===== src/rtl/drgbc_ma_pkg.sv =====
// Package with shared types and constants of the dual RGBC moving average.
`timescale 1ns / 1ps

package drgbc_ma_pkg;

   // Width of every channel field on the ports.
   localparam int IN_BITS = 16;

   // Number of color channels in one reading: red, green, blue, clear.
   localparam int NUM_LANES = 4;

   // Lane order inside a stored reading, from the low bits up.
   localparam int LANE_RED   = 0;
   localparam int LANE_GREEN = 1;
   localparam int LANE_BLUE  = 2;
   localparam int LANE_CLEAR = 3;

   // Sequencer states.
   typedef enum logic [2:0] {
      ST_IDLE,
      ST_WRITE,
      ST_SCAN,
      ST_DRAIN,
      ST_DIVIDE,
      ST_DONE
   } state_type;

   // Commands from the sequencer to the datapath.
   typedef struct packed {
      logic capture;
      logic write;
      logic read;
      logic divide;
      logic load_out;
   } cmd_type;

   // Status from the datapath to the sequencer.
   typedef struct packed {
      logic out_free;
   } status_type;

endpackage


===== src/rtl/drgbc_ma_if.sv =====
// Valid/ready channel interfaces for the request and response items.
`timescale 1ns / 1ps

interface drgbc_ma_req_if import drgbc_ma_pkg::*; ();
   logic               valid;
   logic               ready;
   logic               side;
   logic               sample_ok;
   logic [IN_BITS-1:0] red_in;
   logic [IN_BITS-1:0] green_in;
   logic [IN_BITS-1:0] blue_in;
   logic [IN_BITS-1:0] clear_in;

   modport source (output valid, side, sample_ok, red_in, green_in, blue_in, clear_in,
                   input ready);
   modport sink (input valid, side, sample_ok, red_in, green_in, blue_in, clear_in,
                 output ready);
endinterface

interface drgbc_ma_rsp_if import drgbc_ma_pkg::*; ();
   logic               valid;
   logic               ready;
   logic [IN_BITS-1:0] red_avg;
   logic [IN_BITS-1:0] green_avg;
   logic [IN_BITS-1:0] blue_avg;
   logic [IN_BITS-1:0] clear_avg;
   logic               avg_valid;

   modport source (output valid, red_avg, green_avg, blue_avg, clear_avg, avg_valid,
                   input ready);
   modport sink (input valid, red_avg, green_avg, blue_avg, clear_avg, avg_valid,
                 output ready);
endinterface


===== src/rtl/drgbc_ma_ram.sv =====
// Generic single-write, single-read RAM with registered read data.
`timescale 1ns / 1ps

module drgbc_ma_ram #(
   parameter int  WIDTH  = 64,
   parameter int  DEPTH  = 8,
   localparam int ADDR_W = (DEPTH > 1) ? $clog2(DEPTH) : 1
) (
   input  logic              clock,
   input  logic              wr_en,
   input  logic [ADDR_W-1:0] wr_addr,
   input  logic [WIDTH-1:0]  wr_data,
   input  logic [ADDR_W-1:0] rd_addr,
   output logic [WIDTH-1:0]  rd_data
);

   logic [WIDTH-1:0] mem_ff [DEPTH];
   logic [WIDTH-1:0] rd_data_ff;

   // Write port.
   always_ff @(posedge clock) begin
      if (wr_en) begin
         mem_ff[wr_addr] <= wr_data;
      end
   end

   // Registered read port.
   always_ff @(posedge clock) begin
      rd_data_ff <= mem_ff[rd_addr];
   end

   assign rd_data = rd_data_ff;

endmodule


===== src/rtl/drgbc_ma_ctrl.sv =====
// Sequencer that steps one item through store, ring scan, division and output.
`timescale 1ns / 1ps

module drgbc_ma_ctrl import drgbc_ma_pkg::*; #(
   parameter int  WINDOW_DEPTH = 4,
   parameter int  SUM_W        = 18,
   localparam int IDX_W        = (WINDOW_DEPTH > 1) ? $clog2(WINDOW_DEPTH) : 1,
   localparam int STEP_W       = $clog2(SUM_W)
) (
   input  logic             clock,
   input  logic             reset,
   input  logic             req_valid,
   output logic             req_ready,
   input  status_type       status,
   output cmd_type          cmd,
   output logic [IDX_W-1:0] scan_idx
);

   state_type         state_ff, state_in;
   logic [IDX_W-1:0]  scan_idx_ff, scan_idx_in;
   logic [STEP_W-1:0] step_ff, step_in;
   logic              scan_last;
   logic              step_last;

   assign scan_last = (scan_idx_ff == IDX_W'(WINDOW_DEPTH - 1));
   assign step_last = (step_ff == STEP_W'(SUM_W - 1));

   // Next state.
   always_comb begin
      state_in = state_ff;
      unique case (state_ff)
         ST_IDLE: begin
            if (req_valid) state_in = ST_WRITE;
         end
         ST_WRITE: begin
            state_in = ST_SCAN;
         end
         ST_SCAN: begin
            if (scan_last) state_in = ST_DRAIN;
         end
         ST_DRAIN: begin
            state_in = ST_DIVIDE;
         end
         ST_DIVIDE: begin
            if (step_last) state_in = ST_DONE;
         end
         ST_DONE: begin
            if (status.out_free) state_in = ST_IDLE;
         end
         default: begin
            state_in = ST_IDLE;
         end
      endcase
   end

   // Outputs per state.
   always_comb begin
      cmd       = '0;
      req_ready = 1'b0;
      unique case (state_ff)
         ST_IDLE: begin
            req_ready   = 1'b1;
            cmd.capture = req_valid;
         end
         ST_WRITE: begin
            cmd.write = 1'b1;
         end
         ST_SCAN: begin
            cmd.read = 1'b1;
         end
         ST_DRAIN: begin
            cmd = '0;
         end
         ST_DIVIDE: begin
            cmd.divide = 1'b1;
         end
         ST_DONE: begin
            cmd.load_out = status.out_free;
         end
         default: begin
            cmd = '0;
         end
      endcase
   end

   // Scan index and divide step counters.
   always_comb begin
      scan_idx_in = scan_idx_ff;
      step_in     = step_ff;
      if (state_ff == ST_WRITE) begin
         scan_idx_in = '0;
      end else if (state_ff == ST_SCAN && !scan_last) begin
         scan_idx_in = scan_idx_ff + IDX_W'(1);
      end
      if (state_ff == ST_DRAIN) begin
         step_in = '0;
      end else if (state_ff == ST_DIVIDE && !step_last) begin
         step_in = step_ff + STEP_W'(1);
      end
   end

   always_ff @(posedge clock) begin
      if (reset) begin
         state_ff    <= ST_IDLE;
         scan_idx_ff <= '0;
         step_ff     <= '0;
      end else begin
         state_ff    <= state_in;
         scan_idx_ff <= scan_idx_in;
         step_ff     <= step_in;
      end
   end

   assign scan_idx = scan_idx_ff;

`ifndef NO_ASSERTIONS
   // The scan never addresses beyond the ring.
   a_scan_in_range: assert property (@(posedge clock) disable iff (reset)
      (state_ff == ST_SCAN) |-> (scan_idx_ff <= IDX_W'(WINDOW_DEPTH - 1)))
      else $error("scan index beyond ring depth");

   // The division always starts at step zero after the drain state.
   a_divide_length: assert property (@(posedge clock) disable iff (reset)
      (state_ff == ST_DRAIN) |=> (state_ff == ST_DIVIDE && step_ff == '0))
      else $error("division did not start at step zero");
`endif

endmodule


===== src/rtl/drgbc_ma_dp.sv =====
// Datapath: item capture, ring storage, marks, accumulation, divider and output register.
`timescale 1ns / 1ps

module drgbc_ma_dp import drgbc_ma_pkg::*; #(
   parameter int  WINDOW_DEPTH = 4,
   parameter int  CHANNEL_BITS = 16,
   localparam int IDX_W        = (WINDOW_DEPTH > 1) ? $clog2(WINDOW_DEPTH) : 1,
   localparam int CNT_W        = $clog2(WINDOW_DEPTH + 1),
   localparam int SUM_W        = CHANNEL_BITS + $clog2(WINDOW_DEPTH)
) (
   input  logic               clock,
   input  logic               reset,
   input  cmd_type            cmd,
   output status_type         status,
   input  logic [IDX_W-1:0]   scan_idx,
   input  logic               req_side,
   input  logic               req_sample_ok,
   input  logic [IN_BITS-1:0] req_red_in,
   input  logic [IN_BITS-1:0] req_green_in,
   input  logic [IN_BITS-1:0] req_blue_in,
   input  logic [IN_BITS-1:0] req_clear_in,
   output logic               rsp_valid,
   input  logic               rsp_ready,
   output logic [IN_BITS-1:0] rsp_red_avg,
   output logic [IN_BITS-1:0] rsp_green_avg,
   output logic [IN_BITS-1:0] rsp_blue_avg,
   output logic [IN_BITS-1:0] rsp_clear_avg,
   output logic               rsp_avg_valid
);

   localparam int ROW_W  = NUM_LANES * CHANNEL_BITS;
   localparam int RAM_D  = 2 * (1 << IDX_W);
   localparam int ADDR_W = IDX_W + 1;

   // Captured item.
   logic             side_ff;
   logic             ok_ff;
   logic [ROW_W-1:0] row_ff;

   // Ring bookkeeping per side.
   logic [IDX_W-1:0]        left_ptr_ff, left_ptr_in;
   logic [IDX_W-1:0]        right_ptr_ff, right_ptr_in;
   logic [WINDOW_DEPTH-1:0] left_marks_ff, left_marks_in;
   logic [WINDOW_DEPTH-1:0] right_marks_ff, right_marks_in;
   logic [IDX_W-1:0]        ptr_sel;
   logic [IDX_W-1:0]        ptr_next;
   logic [WINDOW_DEPTH-1:0] marks_sel;
   logic                    store;

   // Ring memory.
   logic [ADDR_W-1:0] wr_addr;
   logic [ADDR_W-1:0] rd_addr;
   logic [ROW_W-1:0]  rd_data;

   // Accumulators double as dividend and quotient registers.
   logic [SUM_W-1:0] acc_ff [NUM_LANES];
   logic [SUM_W-1:0] acc_in [NUM_LANES];
   logic [CNT_W-1:0] rem_ff [NUM_LANES];
   logic [CNT_W-1:0] rem_in [NUM_LANES];
   logic [CNT_W:0]   shifted [NUM_LANES];
   logic [CNT_W:0]   diff [NUM_LANES];
   logic [NUM_LANES-1:0] fits;
   logic [CNT_W-1:0] count_ff, count_in;
   logic             add_pending_ff;

   // Output register.
   logic               rsp_valid_ff;
   logic [IN_BITS-1:0] avg_ff [NUM_LANES];
   logic               avg_valid_ff;

   // Capture the item; channels are cut to the stored width.
   always_ff @(posedge clock) begin
      if (cmd.capture) begin
         side_ff <= req_side;
         ok_ff   <= req_sample_ok;
         row_ff  <= {req_clear_in[CHANNEL_BITS-1:0], req_blue_in[CHANNEL_BITS-1:0],
                     req_green_in[CHANNEL_BITS-1:0], req_red_in[CHANNEL_BITS-1:0]};
      end
   end

   // Pointer and marks of the selected side.
   assign ptr_sel   = side_ff ? left_ptr_ff : right_ptr_ff;
   assign marks_sel = side_ff ? left_marks_ff : right_marks_ff;
   assign store     = cmd.write && ok_ff;
   assign ptr_next  = (ptr_sel == IDX_W'(WINDOW_DEPTH - 1)) ? '0 : ptr_sel + IDX_W'(1);

   always_comb begin
      left_ptr_in    = left_ptr_ff;
      right_ptr_in   = right_ptr_ff;
      left_marks_in  = left_marks_ff;
      right_marks_in = right_marks_ff;
      if (store) begin
         if (side_ff) begin
            left_ptr_in            = ptr_next;
            left_marks_in[ptr_sel] = 1'b1;
         end else begin
            right_ptr_in            = ptr_next;
            right_marks_in[ptr_sel] = 1'b1;
         end
      end
   end

   always_ff @(posedge clock) begin
      if (reset) begin
         left_ptr_ff    <= '0;
         right_ptr_ff   <= '0;
         left_marks_ff  <= '0;
         right_marks_ff <= '0;
      end else begin
         left_ptr_ff    <= left_ptr_in;
         right_ptr_ff   <= right_ptr_in;
         left_marks_ff  <= left_marks_in;
         right_marks_ff <= right_marks_in;
      end
   end

   // Both rings share one memory; the side picks the upper address bit.
   assign wr_addr = {side_ff, ptr_sel};
   assign rd_addr = {side_ff, scan_idx};

   drgbc_ma_ram #(
      .WIDTH (ROW_W),
      .DEPTH (RAM_D)
   ) u_ring (
      .clock   (clock),
      .wr_en   (store),
      .wr_addr (wr_addr),
      .wr_data (row_ff),
      .rd_addr (rd_addr),
      .rd_data (rd_data)
   );

   // A read of a marked entry is added when its registered read data arrives.
   always_ff @(posedge clock) begin
      if (reset) begin
         add_pending_ff <= 1'b0;
      end else begin
         add_pending_ff <= cmd.read && marks_sel[scan_idx];
      end
   end

   // Restoring division step, one quotient bit per lane per cycle.
   always_comb begin
      for (int k = 0; k < NUM_LANES; k++) begin
         shifted[k] = {rem_ff[k], acc_ff[k][SUM_W-1]};
         diff[k]    = shifted[k] - {1'b0, count_ff};
         fits[k]    = (shifted[k] >= {1'b0, count_ff});
      end
   end

   // Accumulate, then divide in place.
   always_comb begin
      count_in = count_ff;
      for (int k = 0; k < NUM_LANES; k++) begin
         acc_in[k] = acc_ff[k];
         rem_in[k] = rem_ff[k];
      end
      priority if (cmd.capture) begin
         count_in = '0;
         for (int k = 0; k < NUM_LANES; k++) begin
            acc_in[k] = '0;
            rem_in[k] = '0;
         end
      end else if (add_pending_ff) begin
         count_in = count_ff + CNT_W'(1);
         for (int k = 0; k < NUM_LANES; k++) begin
            acc_in[k] = acc_ff[k] + SUM_W'(rd_data[k*CHANNEL_BITS +: CHANNEL_BITS]);
         end
      end else if (cmd.divide) begin
         for (int k = 0; k < NUM_LANES; k++) begin
            acc_in[k] = {acc_ff[k][SUM_W-2:0], fits[k]};
            rem_in[k] = fits[k] ? diff[k][CNT_W-1:0] : shifted[k][CNT_W-1:0];
         end
      end else begin
         count_in = count_ff;
      end
   end

   always_ff @(posedge clock) begin
      count_ff <= count_in;
      for (int k = 0; k < NUM_LANES; k++) begin
         acc_ff[k] <= acc_in[k];
         rem_ff[k] <= rem_in[k];
      end
   end

   // Output register; an empty ring gives zeros with the valid flag clear.
   always_ff @(posedge clock) begin
      if (reset) begin
         rsp_valid_ff <= 1'b0;
      end else if (cmd.load_out) begin
         rsp_valid_ff <= 1'b1;
      end else if (rsp_ready) begin
         rsp_valid_ff <= 1'b0;
      end
   end

   always_ff @(posedge clock) begin
      if (cmd.load_out) begin
         avg_valid_ff <= (count_ff != '0);
         for (int k = 0; k < NUM_LANES; k++) begin
            avg_ff[k] <= (count_ff != '0) ? IN_BITS'(acc_ff[k][CHANNEL_BITS-1:0]) : '0;
         end
      end
   end

   assign status.out_free = !rsp_valid_ff || rsp_ready;

   assign rsp_valid     = rsp_valid_ff;
   assign rsp_red_avg   = avg_ff[LANE_RED];
   assign rsp_green_avg = avg_ff[LANE_GREEN];
   assign rsp_blue_avg  = avg_ff[LANE_BLUE];
   assign rsp_clear_avg = avg_ff[LANE_CLEAR];
   assign rsp_avg_valid = avg_valid_ff;

`ifndef NO_ASSERTIONS
   // The divisor matches the number of marked entries of the selected ring.
   a_count_matches_marks: assert property (@(posedge clock) disable iff (reset)
      cmd.load_out |-> (count_ff == CNT_W'($countones(marks_sel))))
      else $error("valid count differs from marked entries");

   // A result is loaded only when the output register can take it.
   a_load_when_free: assert property (@(posedge clock) disable iff (reset)
      cmd.load_out |-> (!rsp_valid_ff || rsp_ready))
      else $error("result overwrote a pending item");

   // A stored reading leaves its entry marked.
   a_store_marks: assert property (@(posedge clock) disable iff (reset)
      store |=> marks_sel[$past(ptr_sel)])
      else $error("stored entry not marked");

   // An empty ring yields all-zero averages.
   a_empty_zero: assert property (@(posedge clock) disable iff (reset)
      (rsp_valid_ff && !avg_valid_ff) |->
         (avg_ff[LANE_RED] == '0 && avg_ff[LANE_GREEN] == '0 &&
          avg_ff[LANE_BLUE] == '0 && avg_ff[LANE_CLEAR] == '0))
      else $error("empty ring gave nonzero averages");
`endif

endmodule


===== src/rtl/dual_rgbc_valid_moving_average.sv =====
// Top level of the dual RGBC moving average over valid ring entries.
`timescale 1ns / 1ps

// Each request item is one color reading for the left (side = 1) or right (side = 0)
// sensor. A good reading is stored in that side's WINDOW_DEPTH-entry ring and the
// response item carries each channel averaged over the ring's valid entries, truncated;
// a failed reading only reports the current average, and an empty ring gives zeros with
// avg_valid low. Items are handled one at a time: a request is taken only once the last
// one has passed the scan of the ring through the single read port of its memory, one
// entry a cycle, and the divider, which produces one quotient bit per cycle. A finished
// response waits in an output register, so the next request is taken while it is
// unread. No clearing pass is needed after reset.

module dual_rgbc_valid_moving_average import drgbc_ma_pkg::*; #(
   parameter int WINDOW_DEPTH = 4,
   parameter int CHANNEL_BITS = 16
) (
   input logic              clock,
   input logic              reset,
   drgbc_ma_req_if.sink     req,
   drgbc_ma_rsp_if.source   rsp
);

   localparam int IDX_W = (WINDOW_DEPTH > 1) ? $clog2(WINDOW_DEPTH) : 1;
   localparam int SUM_W = CHANNEL_BITS + $clog2(WINDOW_DEPTH);

   cmd_type          cmd;
   status_type       status;
   logic [IDX_W-1:0] scan_idx;

   // Sequencer.
   drgbc_ma_ctrl #(
      .WINDOW_DEPTH (WINDOW_DEPTH),
      .SUM_W        (SUM_W)
   ) u_ctrl (
      .clock     (clock),
      .reset     (reset),
      .req_valid (req.valid),
      .req_ready (req.ready),
      .status    (status),
      .cmd       (cmd),
      .scan_idx  (scan_idx)
   );

   // Datapath.
   drgbc_ma_dp #(
      .WINDOW_DEPTH (WINDOW_DEPTH),
      .CHANNEL_BITS (CHANNEL_BITS)
   ) u_dp (
      .clock         (clock),
      .reset         (reset),
      .cmd           (cmd),
      .status        (status),
      .scan_idx      (scan_idx),
      .req_side      (req.side),
      .req_sample_ok (req.sample_ok),
      .req_red_in    (req.red_in),
      .req_green_in  (req.green_in),
      .req_blue_in   (req.blue_in),
      .req_clear_in  (req.clear_in),
      .rsp_valid     (rsp.valid),
      .rsp_ready     (rsp.ready),
      .rsp_red_avg   (rsp.red_avg),
      .rsp_green_avg (rsp.green_avg),
      .rsp_blue_avg  (rsp.blue_avg),
      .rsp_clear_avg (rsp.clear_avg),
      .rsp_avg_valid (rsp.avg_valid)
   );

endmodule

===== src/flat_wrapper.sv =====
// flat-port wrapper written by rule: the top's interface ports become plain ports
module dual_rgbc_valid_moving_average_flat import drgbc_ma_pkg::*;
#(
   parameter int WINDOW_DEPTH = 4,
   parameter int CHANNEL_BITS = 16
)
  (clock, reset, req_valid, req_side, req_sample_ok, req_red_in, req_green_in, req_blue_in, req_clear_in, req_ready, rsp_valid, rsp_red_avg, rsp_green_avg, rsp_blue_avg, rsp_clear_avg, rsp_avg_valid, rsp_ready);
  drgbc_ma_req_if req_i ();
  drgbc_ma_rsp_if rsp_i ();
  input logic clock;
  input logic reset;
  input wire logic [$bits(req_i.valid)-1:0] req_valid;
  input wire logic [$bits(req_i.side)-1:0] req_side;
  input wire logic [$bits(req_i.sample_ok)-1:0] req_sample_ok;
  input wire logic [$bits(req_i.red_in)-1:0] req_red_in;
  input wire logic [$bits(req_i.green_in)-1:0] req_green_in;
  input wire logic [$bits(req_i.blue_in)-1:0] req_blue_in;
  input wire logic [$bits(req_i.clear_in)-1:0] req_clear_in;
  output wire logic [$bits(req_i.ready)-1:0] req_ready;
  output wire logic [$bits(rsp_i.valid)-1:0] rsp_valid;
  output wire logic [$bits(rsp_i.red_avg)-1:0] rsp_red_avg;
  output wire logic [$bits(rsp_i.green_avg)-1:0] rsp_green_avg;
  output wire logic [$bits(rsp_i.blue_avg)-1:0] rsp_blue_avg;
  output wire logic [$bits(rsp_i.clear_avg)-1:0] rsp_clear_avg;
  output wire logic [$bits(rsp_i.avg_valid)-1:0] rsp_avg_valid;
  input wire logic [$bits(rsp_i.ready)-1:0] rsp_ready;
  assign req_i.valid = req_valid;
  assign req_i.side = req_side;
  assign req_i.sample_ok = req_sample_ok;
  assign req_i.red_in = req_red_in;
  assign req_i.green_in = req_green_in;
  assign req_i.blue_in = req_blue_in;
  assign req_i.clear_in = req_clear_in;
  assign req_ready = req_i.ready;
  assign rsp_valid = rsp_i.valid;
  assign rsp_red_avg = rsp_i.red_avg;
  assign rsp_green_avg = rsp_i.green_avg;
  assign rsp_blue_avg = rsp_i.blue_avg;
  assign rsp_clear_avg = rsp_i.clear_avg;
  assign rsp_avg_valid = rsp_i.avg_valid;
  assign rsp_i.ready = rsp_ready;
  dual_rgbc_valid_moving_average #(.WINDOW_DEPTH(WINDOW_DEPTH), .CHANNEL_BITS(CHANNEL_BITS)) u_core (.clock(clock), .reset(reset), .req(req_i), .rsp(rsp_i));
endmodule

===== config.mk =====
export PLATFORM = sky130hd
export DESIGN_NAME = dual_rgbc_valid_moving_average_flat
export DESIGN_NICKNAME = d
export VERILOG_FILES = /design/src/rtl/drgbc_ma_pkg.sv /design/src/rtl/drgbc_ma_if.sv /design/src/rtl/drgbc_ma_ram.sv /design/src/rtl/drgbc_ma_ctrl.sv /design/src/rtl/drgbc_ma_dp.sv /design/src/rtl/dual_rgbc_valid_moving_average.sv /design/src/flat_wrapper.sv
export SDC_FILE = /design/constraint.sdc
export NUM_CORES = 1
export LEC_CHECK = 0
export ABC_CLOCK_PERIOD_IN_PS = 15100
export BUFFER_PORTS_ARGS = -buffer_cell sky130_fd_sc_hd__buf_2
export CORE_UTILIZATION = 32
export DETAILED_ROUTE_END_ITERATION = 8
export PLACE_DENSITY = 0.46
export SLEW_MARGIN = 20
export SYNTH_ARGS = -nofsm -noshare
export SYNTH_HDL_FRONTEND = slang
export SYNTH_SLANG_ARGS = --single-unit

===== constraint.sdc =====
create_clock -name clock -period 15.1 [get_ports clock]
set_clock_uncertainty 0.2 [all_clocks]
set_input_delay 0.755 -clock clock [delete_from_list [all_inputs] [get_ports clock]]
set_output_delay 0.755 -clock clock [all_outputs]
set_load 0.005 [all_outputs]

Word-level counts from Yosys, hierarchy flattened --
Memory sizes are Yosys's and may differ from the RTL's. A register that Yosys moved wholly into a read port is not among the register bits. Cells that the tools add are included.
Operators by class: add/sub/neg operators 12, eq/ne operators 12, $lt $le $gt $ge 7, multiplexer cells 38, bitwise logic cells 3, reductions and logical operators 17
Operators with widths (count):
- 72-bit 2-to-1 mux | 3
- 18-bit by 16-bit adder with 18-bit output | 4
- 16-bit 2-to-1 mux | 4
- 12-bit 2-to-1 mux | 3
- 3-bit 2-to-1 mux | 8
- 3-bit one-hot mux with 6 select lines | 1
- 4-bit by 3-bit >= comparator with 1-bit output | 4
- 1-bit 2-to-1 mux | 14
- 3-bit subtractor | 4
- 2-bit inequality test, second input constant | 4
- 4-bit bitwise OR | 2
- 3-bit by 2-bit equality test with 1-bit output, second input constant | 2
- 3-bit equality test, second input constant | 2
- 2-bit by 3-bit less-than comparator with 1-bit output, second input constant | 2
- 5-bit by 1-bit adder with 5-bit output, second input constant | 1
- 5-bit equality test, second input constant | 1
- 1-bit logical AND | 5
- 2-bit by 1-bit adder with 2-bit output, second input constant | 2
- 2-bit equality test, second input constant | 2
- 2-bit 2-to-1 mux | 2
- 4-bit 2-to-1 mux | 1
- 2-bit AND reduction | 2
- 4-bit AND reduction | 1
- 2-bit OR reduction | 2
- 11 further kinds | 13
Storage, ports and cells: flip-flop bits (word level) 94, output and inout port bits 67, input bits 70, RAM bits 660, logic and storage cells 107, memories kept 4
Memories:
- u_core.u_dp.u_ring.mem_ff | words 8, bits a word 64, rd ports 1, clocked after memory_dff 1, write ports 1, line drgbc_ma_ram.sv:17 | logic [WIDTH-1:0] mem_ff [DEPTH];
- u_core.u_dp.acc_ff | words 4, bits a word 18, rd ports 4, clocked after memory_dff 0, write ports 4, line drgbc_ma_dp.sv:56 | logic [SUM_W-1:0] acc_ff [NUM_LANES];
- u_core.u_dp.avg_ff | words 4, bits a word 16, rd ports 4, clocked after memory_dff 0, write ports 4, line drgbc_ma_dp.sv:68 | logic [IN_BITS-1:0] avg_ff [NUM_LANES];
- u_core.u_dp.rem_ff | words 4, bits a word 3, rd ports 4, clocked after memory_dff 0, write ports 4, line drgbc_ma_dp.sv:58 | logic [CNT_W-1:0] rem_ff [NUM_LANES];

Depth between registers and ports, before layout --
Gate-level depths: netlist of the first run.
depth after elaboration 6, mapped depth 10

Modules after synthesis --
Synthesis of the first run repeated with hierarchy kept, for this count alone.
Unflattened totals: cell total of the unflattened synthesis 2019, area total of the unflattened synthesis 33305.7 um^2
By module, submodules not included:
- drgbc_ma_ram | cells an instance 816, times used 1, area each 20547.2 um^2, seq. area each 16656.0 um^2
- drgbc_ma_dp | cells an instance 1146, times used 1, area each 12179.2 um^2, seq. area each 5955.7 um^2
- drgbc_ma_ctrl | cells an instance 57, times used 1, area each 579.3 um^2, seq. area each 200.2 um^2

Least setup slack after synthesis of the first run --
Ideal clock, no wire load.
kind register to register, start register u_core.u_ctrl.state_ff[2], end memory u_core.u_dp.u_ring.mem_ff[1][0] (enable), arrival 7.496 ns, required time 14.234 ns, clock period less this slack 8.362 ns, path buffers 1, cell stages (with the launch flop) 5, library setup time 0.666 ns, path slack 6.738 ns, path through dfxtp_1 > buf_2 > nor3b_1 > nand2_1 > nor4b_1
On the way: cells in the longest elaborated chain, start to end 5
Ends and longest elaborated chain:
- start: declaration | line drgbc_ma_ctrl.sv:19 | state_type state_ff, state_in;
- start signal: assignment | line drgbc_ma_ctrl.sv:108 | state_ff <= state_in;
- 3-bit by 1-bit equality test with 1-bit output | line drgbc_ma_ctrl.sv:60 | unique case (state_ff)
- 1-bit 2-to-1 mux | line drgbc_ma_ctrl.sv:60
- 1-bit logical AND | line drgbc_ma_dp.sv:84 | assign store = cmd.write && ok_ff;
- 1-bit 2-to-1 mux | line drgbc_ma_ram.sv:22 | if (wr_en) begin
- 1-bit 2-to-1 mux (not written as such) | line drgbc_ma_ram.sv:23 | mem_ff[wr_addr] <= wr_data;
- end: declaration | line drgbc_ma_ram.sv:17
Every way passes these cells.

Worst setup path in the final report of the first run --
start register u_core.u_ctrl.state_ff[0], end memory u_core.u_dp.u_ring.mem_ff[2][5] (enable)
Same word-level chain as after synthesis.

==> results of run 1 <==
[layer usage]
| metal | wire, um | vias up | global-route usage, % |
|---|---|---|---|
| li1 | - | 8473 | - |
| met1 | 36900 | 9413 | 20.5 |
| met2 | 40300 | 321 | 26.2 |
| met3 | 2870 | 101 | 2.26 |
| met4 | 1490 | 0 | 4.36 |
| met5 | 0 | - | 0 |
[worst max-delay path: stages (launching register included)]
cell and delay, ns:
dfxtp_1 0.63, nor3b_1 0.56, nand2_1 0.25, nor2_1 0.53
nand2_1 0.20, nor2_4 0.69, buf_4 0.76
[final timing paths]
path	startpoint	cells past startpoint	endpoint
min reg2reg	u_core.u_dp.right_marks_ff[3]	2	u_core.u_dp.right_marks_ff[3]
min	req_green_in[14]	1	u_core.u_dp.row_ff[30]
max reg2reg	u_core.u_ctrl.state_ff[0]	6	u_core.u_dp.u_ring.mem_ff[2][5]
max	u_core.u_ctrl.state_ff[0]	6	u_core.u_dp.u_ring.mem_ff[2][5]
[report_power, final]
part | internal (mW) | total (mW) | switching (mW) | leakage [nW]
registers | 2.49 | 2.55 | 0.0610 | 7.28
clock network | 1.40 | 2.31 | 0.914 | 1.54
logic | 0.118 | 0.260 | 0.143 | 4.55
[per-stage QoR]
stage / util (%) / instance area (um2) / hold WS, ns / total power, mW / instances
final: 37.5 / 38900 / 0.0766 / 5.13 / 3728
after detailed placement: 34.5 / 35700 / 0.258 / 2.87 / 3550
after global placement: 34.5 / 35700 / 0.244 / 2.86 / 3550
after global routing: 37.5 / 38900 / 0.0333 / 5.32 / 3727
after floorplan: - / 33500 / 0.231 / 2.77 / 2104
after CTS: 37.5 / 38900 / 0.0246 / 5.21 / 3727
[sequential cells by signal (all words and copies together) (netlist names), 2 cells and up]
register / flops
u_core.u_dp.right_marks_ff: 4
u_core.u_dp.row_ff: 64
u_core.u_dp.u_ring.rd_data: 64
u_core.u_dp.left_ptr_ff: 2
u_core.u_dp.rem_ff: 12
u_core.u_dp.u_ring.mem_ff: 512
u_core.u_ctrl.state_ff: 3
u_core.u_dp.right_ptr_ff: 2
u_core.u_dp.count_ff: 3
u_core.u_ctrl.step_ff: 5
u_core.u_ctrl.scan_idx: 2
u_core.u_dp.left_marks_ff: 4
u_core.u_dp.acc_ff: 72
u_core.u_dp.avg_ff: 64
[kinds of logic (layout without fill, tap and decap cells)]
group	count (synthesis)	count (layout)	synth area share (%)
buffers and inverters	136	379	1.70
AO/OA/AOI/OAI	324	324	6.51
other	0	1	0
adder cells (fa/ha/maj)	93	93	3.66
XOR/XNOR	60	60	1.57
flip-flops	818	818	68.2
multiplexers	231	231	12.0
AND/OR/NAND/NOR	442	442	6.39
[final cells by class]
type | count | share of cell area [%]
Sequential cell | 818 | 58.7
Clock buffer | 131 | 6.82
Inverter | 38 | 0.379
Tap cell | 1380 | 4.44
Antenna cell | 1 | 0.00643
Multi-Input combinational cell | 1150 | 26.1
Timing Repair Buffer | 164 | 2.29
Clock inverter | 46 | 1.31
[placed cells by master (no fill, tap or decap), types with 28 or more instances in the layout]
cell type  count
a211oi_1      61
a21oi_1       94
and2_1        64
buf_2        136
buf_4         28
clkbuf_16     95
dfxtp_1      172
edfxtp_1     643
ha_1          85
inv_1         36
mux2_2        65
mux2i_1       36
mux4_2       130
nand2_1      143
nor2_1       107
o21ai_0       48
xnor2_1       39
==> results.toml, run 1 <==
[status]
status = "finished, final reports clean"

[sta]
finalSetupViolCount = 0
maxSlewViolCount = 0
min_period_ns = 4.23
period_share_pct = 28.0
slew_headroom_pct = 28.2
tns_ns = 0
finalHoldViolCount = 0
worst_slack_ns = 10.87
clock.fmax_ghz = 0.237
tightest_slew_ns = 1.08
rsz0062_at_grt = "no"

[synth]
ys_types = 79
synth_edf_count = 643
avgSynthCellArea_um2 = 15.9
ys_seq_elements = 818
yosysMostFrequentCell = "edfxtp_1"
synthTopCellsByArea = "edfxtp_1 (58%), dfxtp_1 (10%), mux4_2 (8.7%)"
synth_top_cell_by_area = "edfxtp_1"
synthTopCellsByCount = "edfxtp_1 (643), dfxtp_1 (175), nand2_1 (144)"
async_flop_share_pct = 0
ys_warn_count = 0
synth_top_area_share_pct = 57.7
postSynthCellCount = 2104
synth_nets = 2267
syn_area_mm2 = 0.0335
yosysSeqAreaShare_pct = 68.2
synthFlopType = "edfxtp_1"

[power]
p_leak_nw = 13.4
max-vdd-ir-drop_mv = 0.0834
power_density_mw_per_mm2 = 132

[cts]
numCtsBuffers = 94
post-cts-setup-buffers = 0
cts.sinks = 818
cts_root_buffer = "clkbuf_16"
cts_tree = "yes"
cts_max_level = 3
worstSkewPairLatency_ns = 0.65
clock_path_buffers = 3
ctsResizeCount = 0
postCtsHoldBufs = 0
clk_pin_slew_ns = 0.06

[run]
cap_violations = 0

[detailed_routing]
route.detailed.drc = 0
vias_per_cell = 4.91
vias = 18300
dr.pass1.iters = 5
routedWlPerCell_um = 21.9
drt-total-wl_mm = 81.5
antenna_left = 0
drt_iter0_drc = 1314

[worst_setup_path]
reg2reg_slack_ns = 10.87
worstSetupStartpointType = "flop"
critical_path_class = "flop to flop"
endpoint_kind = "flop"
required_ns = 15.16
cp_max_fo = 41
cp.arrival_ns = 4.29

[floorplan]
dieArea_mm2 = 0.106
rows = 118
io_pins = 137
initial_utilization_pct = 32.3
die_x_um = 325
coreArea_mm2 = 0.104
die_h_um = 325

[placed_design]
dp_slack_ns = 10.79
numPortBuffers = 136
dp_hpwl_mm = 48.2
place_congestion = 0.784

[global_routing]
antenna_found_initial = 2
grt_pass1_vias = 19200
grt_overflow_total = 0
grt_max_degree = 74
grt_pass1_wl_mm = 122
grt.total_usage_pct = 15.4

[final_layout]
multi_input_area_mm2 = 0.0102
fillers = 9718
syn_to_final_growth_pct = 16.3
drive_gt1_share_pct = 23.0
fin_nets = 2429
register_area_mm2 = 0.0228

[hold_path]
hold_path_class = "input pin to flop"
Note: power is estimated with default switching activity, not from simulation.
==> inputs of run 2 (changes only) <==
--- a/config.mk
+++ b/config.mk
@@ -5,7 +5,7 @@
 export SDC_FILE = /design/constraint.sdc
 export NUM_CORES = 1
 export LEC_CHECK = 0
-export ABC_CLOCK_PERIOD_IN_PS = 15100
+export ABC_CLOCK_PERIOD_IN_PS = 4200
 export BUFFER_PORTS_ARGS = -buffer_cell sky130_fd_sc_hd__buf_2
 export CORE_UTILIZATION = 32
 export DETAILED_ROUTE_END_ITERATION = 8
==> constraint.sdc (replaced) <==
create_clock -name clock -period 4.2 [get_ports clock]
set_clock_uncertainty 0.2 [all_clocks]
set_input_delay 0.21 -clock clock [delete_from_list [all_inputs] [get_ports clock]]
set_output_delay 0.21 -clock clock [all_outputs]
set_load 0.005 [all_outputs]
==> run 2 against run 1 <==
  * Cell area rose by 2.1%
  * Utilization rose by 0.79 points
  * Clock power rose to 3.4 times the previous value
  * Via count rose by 2.0%
  * Flip-flop and latch count did not move
  * Global-route usage rose by 0.11 points
  * Non-clock buffer count rose by 78
  * Final cell count rose by 2.0%
  * First-iteration DRC count fell by 17%
  * Routed wire length rose by 0.52%
  * Total power rose to 3.5 times the previous value
  * Critical endpoint is now u_core.u_dp.u_ring.mem_ff[3][33]
  * Largest cell class unchanged
  * Largest power group unchanged
==> results.toml, run 2 (synthesis gave the netlist of run 1 again) <==
[global_routing]
grt_max_degree = 80
antenna_found_initial = 1
grt.total_usage_pct = 15.5
grt_pass1_wl_mm = 124
grt_overflow_total = 0
grt_pass1_vias = 19600

[cts]
cts_root_buffer = "clkbuf_16"
clock_path_buffers = 3
cts.sinks = 818
post-cts-setup-buffers = 0
worstSkewPairLatency_ns = 0.65
clk_pin_slew_ns = 0.06
cts_tree = "yes"
cts_max_level = 3
numCtsBuffers = 92

[floorplan]
initial_utilization_pct = 32.3
io_pins = 137
coreArea_mm2 = 0.104
rows = 118
die_x_um = 325
die_h_um = 325
dieArea_mm2 = 0.106

[power]
p_leak_nw = 13.7
total_power_mw = 18.1
power_density_mw_per_mm2 = 456
max-vdd-ir-drop_mv = 0.274

[final_layout]
fin_nets = 2505
drive_gt1_share_pct = 21.9
final_common_cell = "edfxtp_1"
top_register = "u_core.u_dp.u_ring.mem_ff"
reg_top3 = "u_core.u_dp.u_ring.mem_ff x512, u_core.u_dp.acc_ff x72"
layout_common_cells = "edfxtp_1 (643), dfxtp_1 (172), nand2_1 (143)"
syn_to_final_growth_pct = 18.7
num_antenna_cells = 0
fin_util_pct = 38.3
largest_reg_flops = 512

[sta]
maxSlewViolCount = 0
tns_ns = 0
min_period_ns = 3.32
clock.fmax_ghz = 0.301
slew_headroom_pct = 32.7
finalHoldViolCount = 0
period_share_pct = 79.1
finalSetupViolCount = 0
tightest_slew_ns = 1.01
rsz0062_at_grt = "no"
worst_slack_ns = 0.879

[worst_setup_path]
path_buf_inv = 1
path_cells = "nor3b_1 > nand2_1 > nor2_1 > and3_4 > buf_12"
worstSetupStartpointType = "flop"
cpMaxStageDelayCell = "dfxtp_1"
critical_path_class = "flop to flop"
crit_family = "simple AND/OR/NAND/NOR gates"
cp_max_fo = 26
required_ns = 4.32
endpoint_kind = "flop"
cp.arrival_ns = 3.44
slowest_delay_ns = 0.64

[detailed_routing]
vias = 18700
drt_iter0_drc = 1095
vias_per_cell = 4.92
routedWlPerCell_um = 21.6
drt-total-wl_mm = 81.9
antenna_left = 0
dr.pass1.iters = 5
route.detailed.drc = 0

[run]
cap_violations = 0

[placed_design]
numPortBuffers = 136
place_congestion = 0.784
dp_slack_ns = 0.875
dp_hpwl_mm = 48.3

[hold_path]
hold_path_class = "input pin to flop"

[status]
status = "finished, final reports clean"
run 2: per-layer routing:
layer	GRT usage, %	up-vias	wire length [um]
met5	0	-	0
met4	4.18	0	1420
met1	20.3	9588	36600
met2	26.7	353	40700
li1	-	8632	-
met3	2.38	110	3130
run 2: power by group:
group | total (mW) | switching (mW) | internal, mW
clock network | 7.93 | 3.23 | 4.70
registers | 9.17 | 0.208 | 8.96
logic | 1.02 | 0.533 | 0.482
run 2: final cells by class:
type,count,area [um2]
clock buffer,136,2660
clock inverter,37,334
fill,9705,63900
inverter,38,148
multi-input combinational,1150,10200
sequential,818,22800
tap,1380,1730
timing repair buffer,242,1850
run 2: path summary, 6_finish.rpt:
check | to | startpoint | cells past startpoint | slack, ns
setup / recovery | u_core.u_dp.u_ring.mem_ff[3][33] | u_core.u_ctrl.state_ff[0] | 5 | 0.88
hold / removal | u_core.u_dp.row_ff[27] | req_green_in[11] | 2 | 0.07
setup reg to reg | u_core.u_dp.u_ring.mem_ff[3][33] | u_core.u_ctrl.state_ff[0] | 5 | 0.88
hold reg to reg | u_core.u_dp.rem_ff[3][2] | u_core.u_dp.rem_ff[3][2] | 2 | 0.26
run 2: what timing repair did:
item,4_1_cts,5_1_grt
hold buffers,70,0
gates resized for setup,0,0
endpoints found under the hold margin,94,0
endpoints found under the setup margin,0,0
run 2: through the flow:
stage                     area [um2]  hold slack, ns  std cells
final                          39700          0.0704       3801
after global routing           39700          0.0356       3801
after CTS                      39700          0.0164       3801
after detailed placement       36000           0.188       3558
after global placement         36000           0.186       3558
after floorplan                33500           0.109       2104
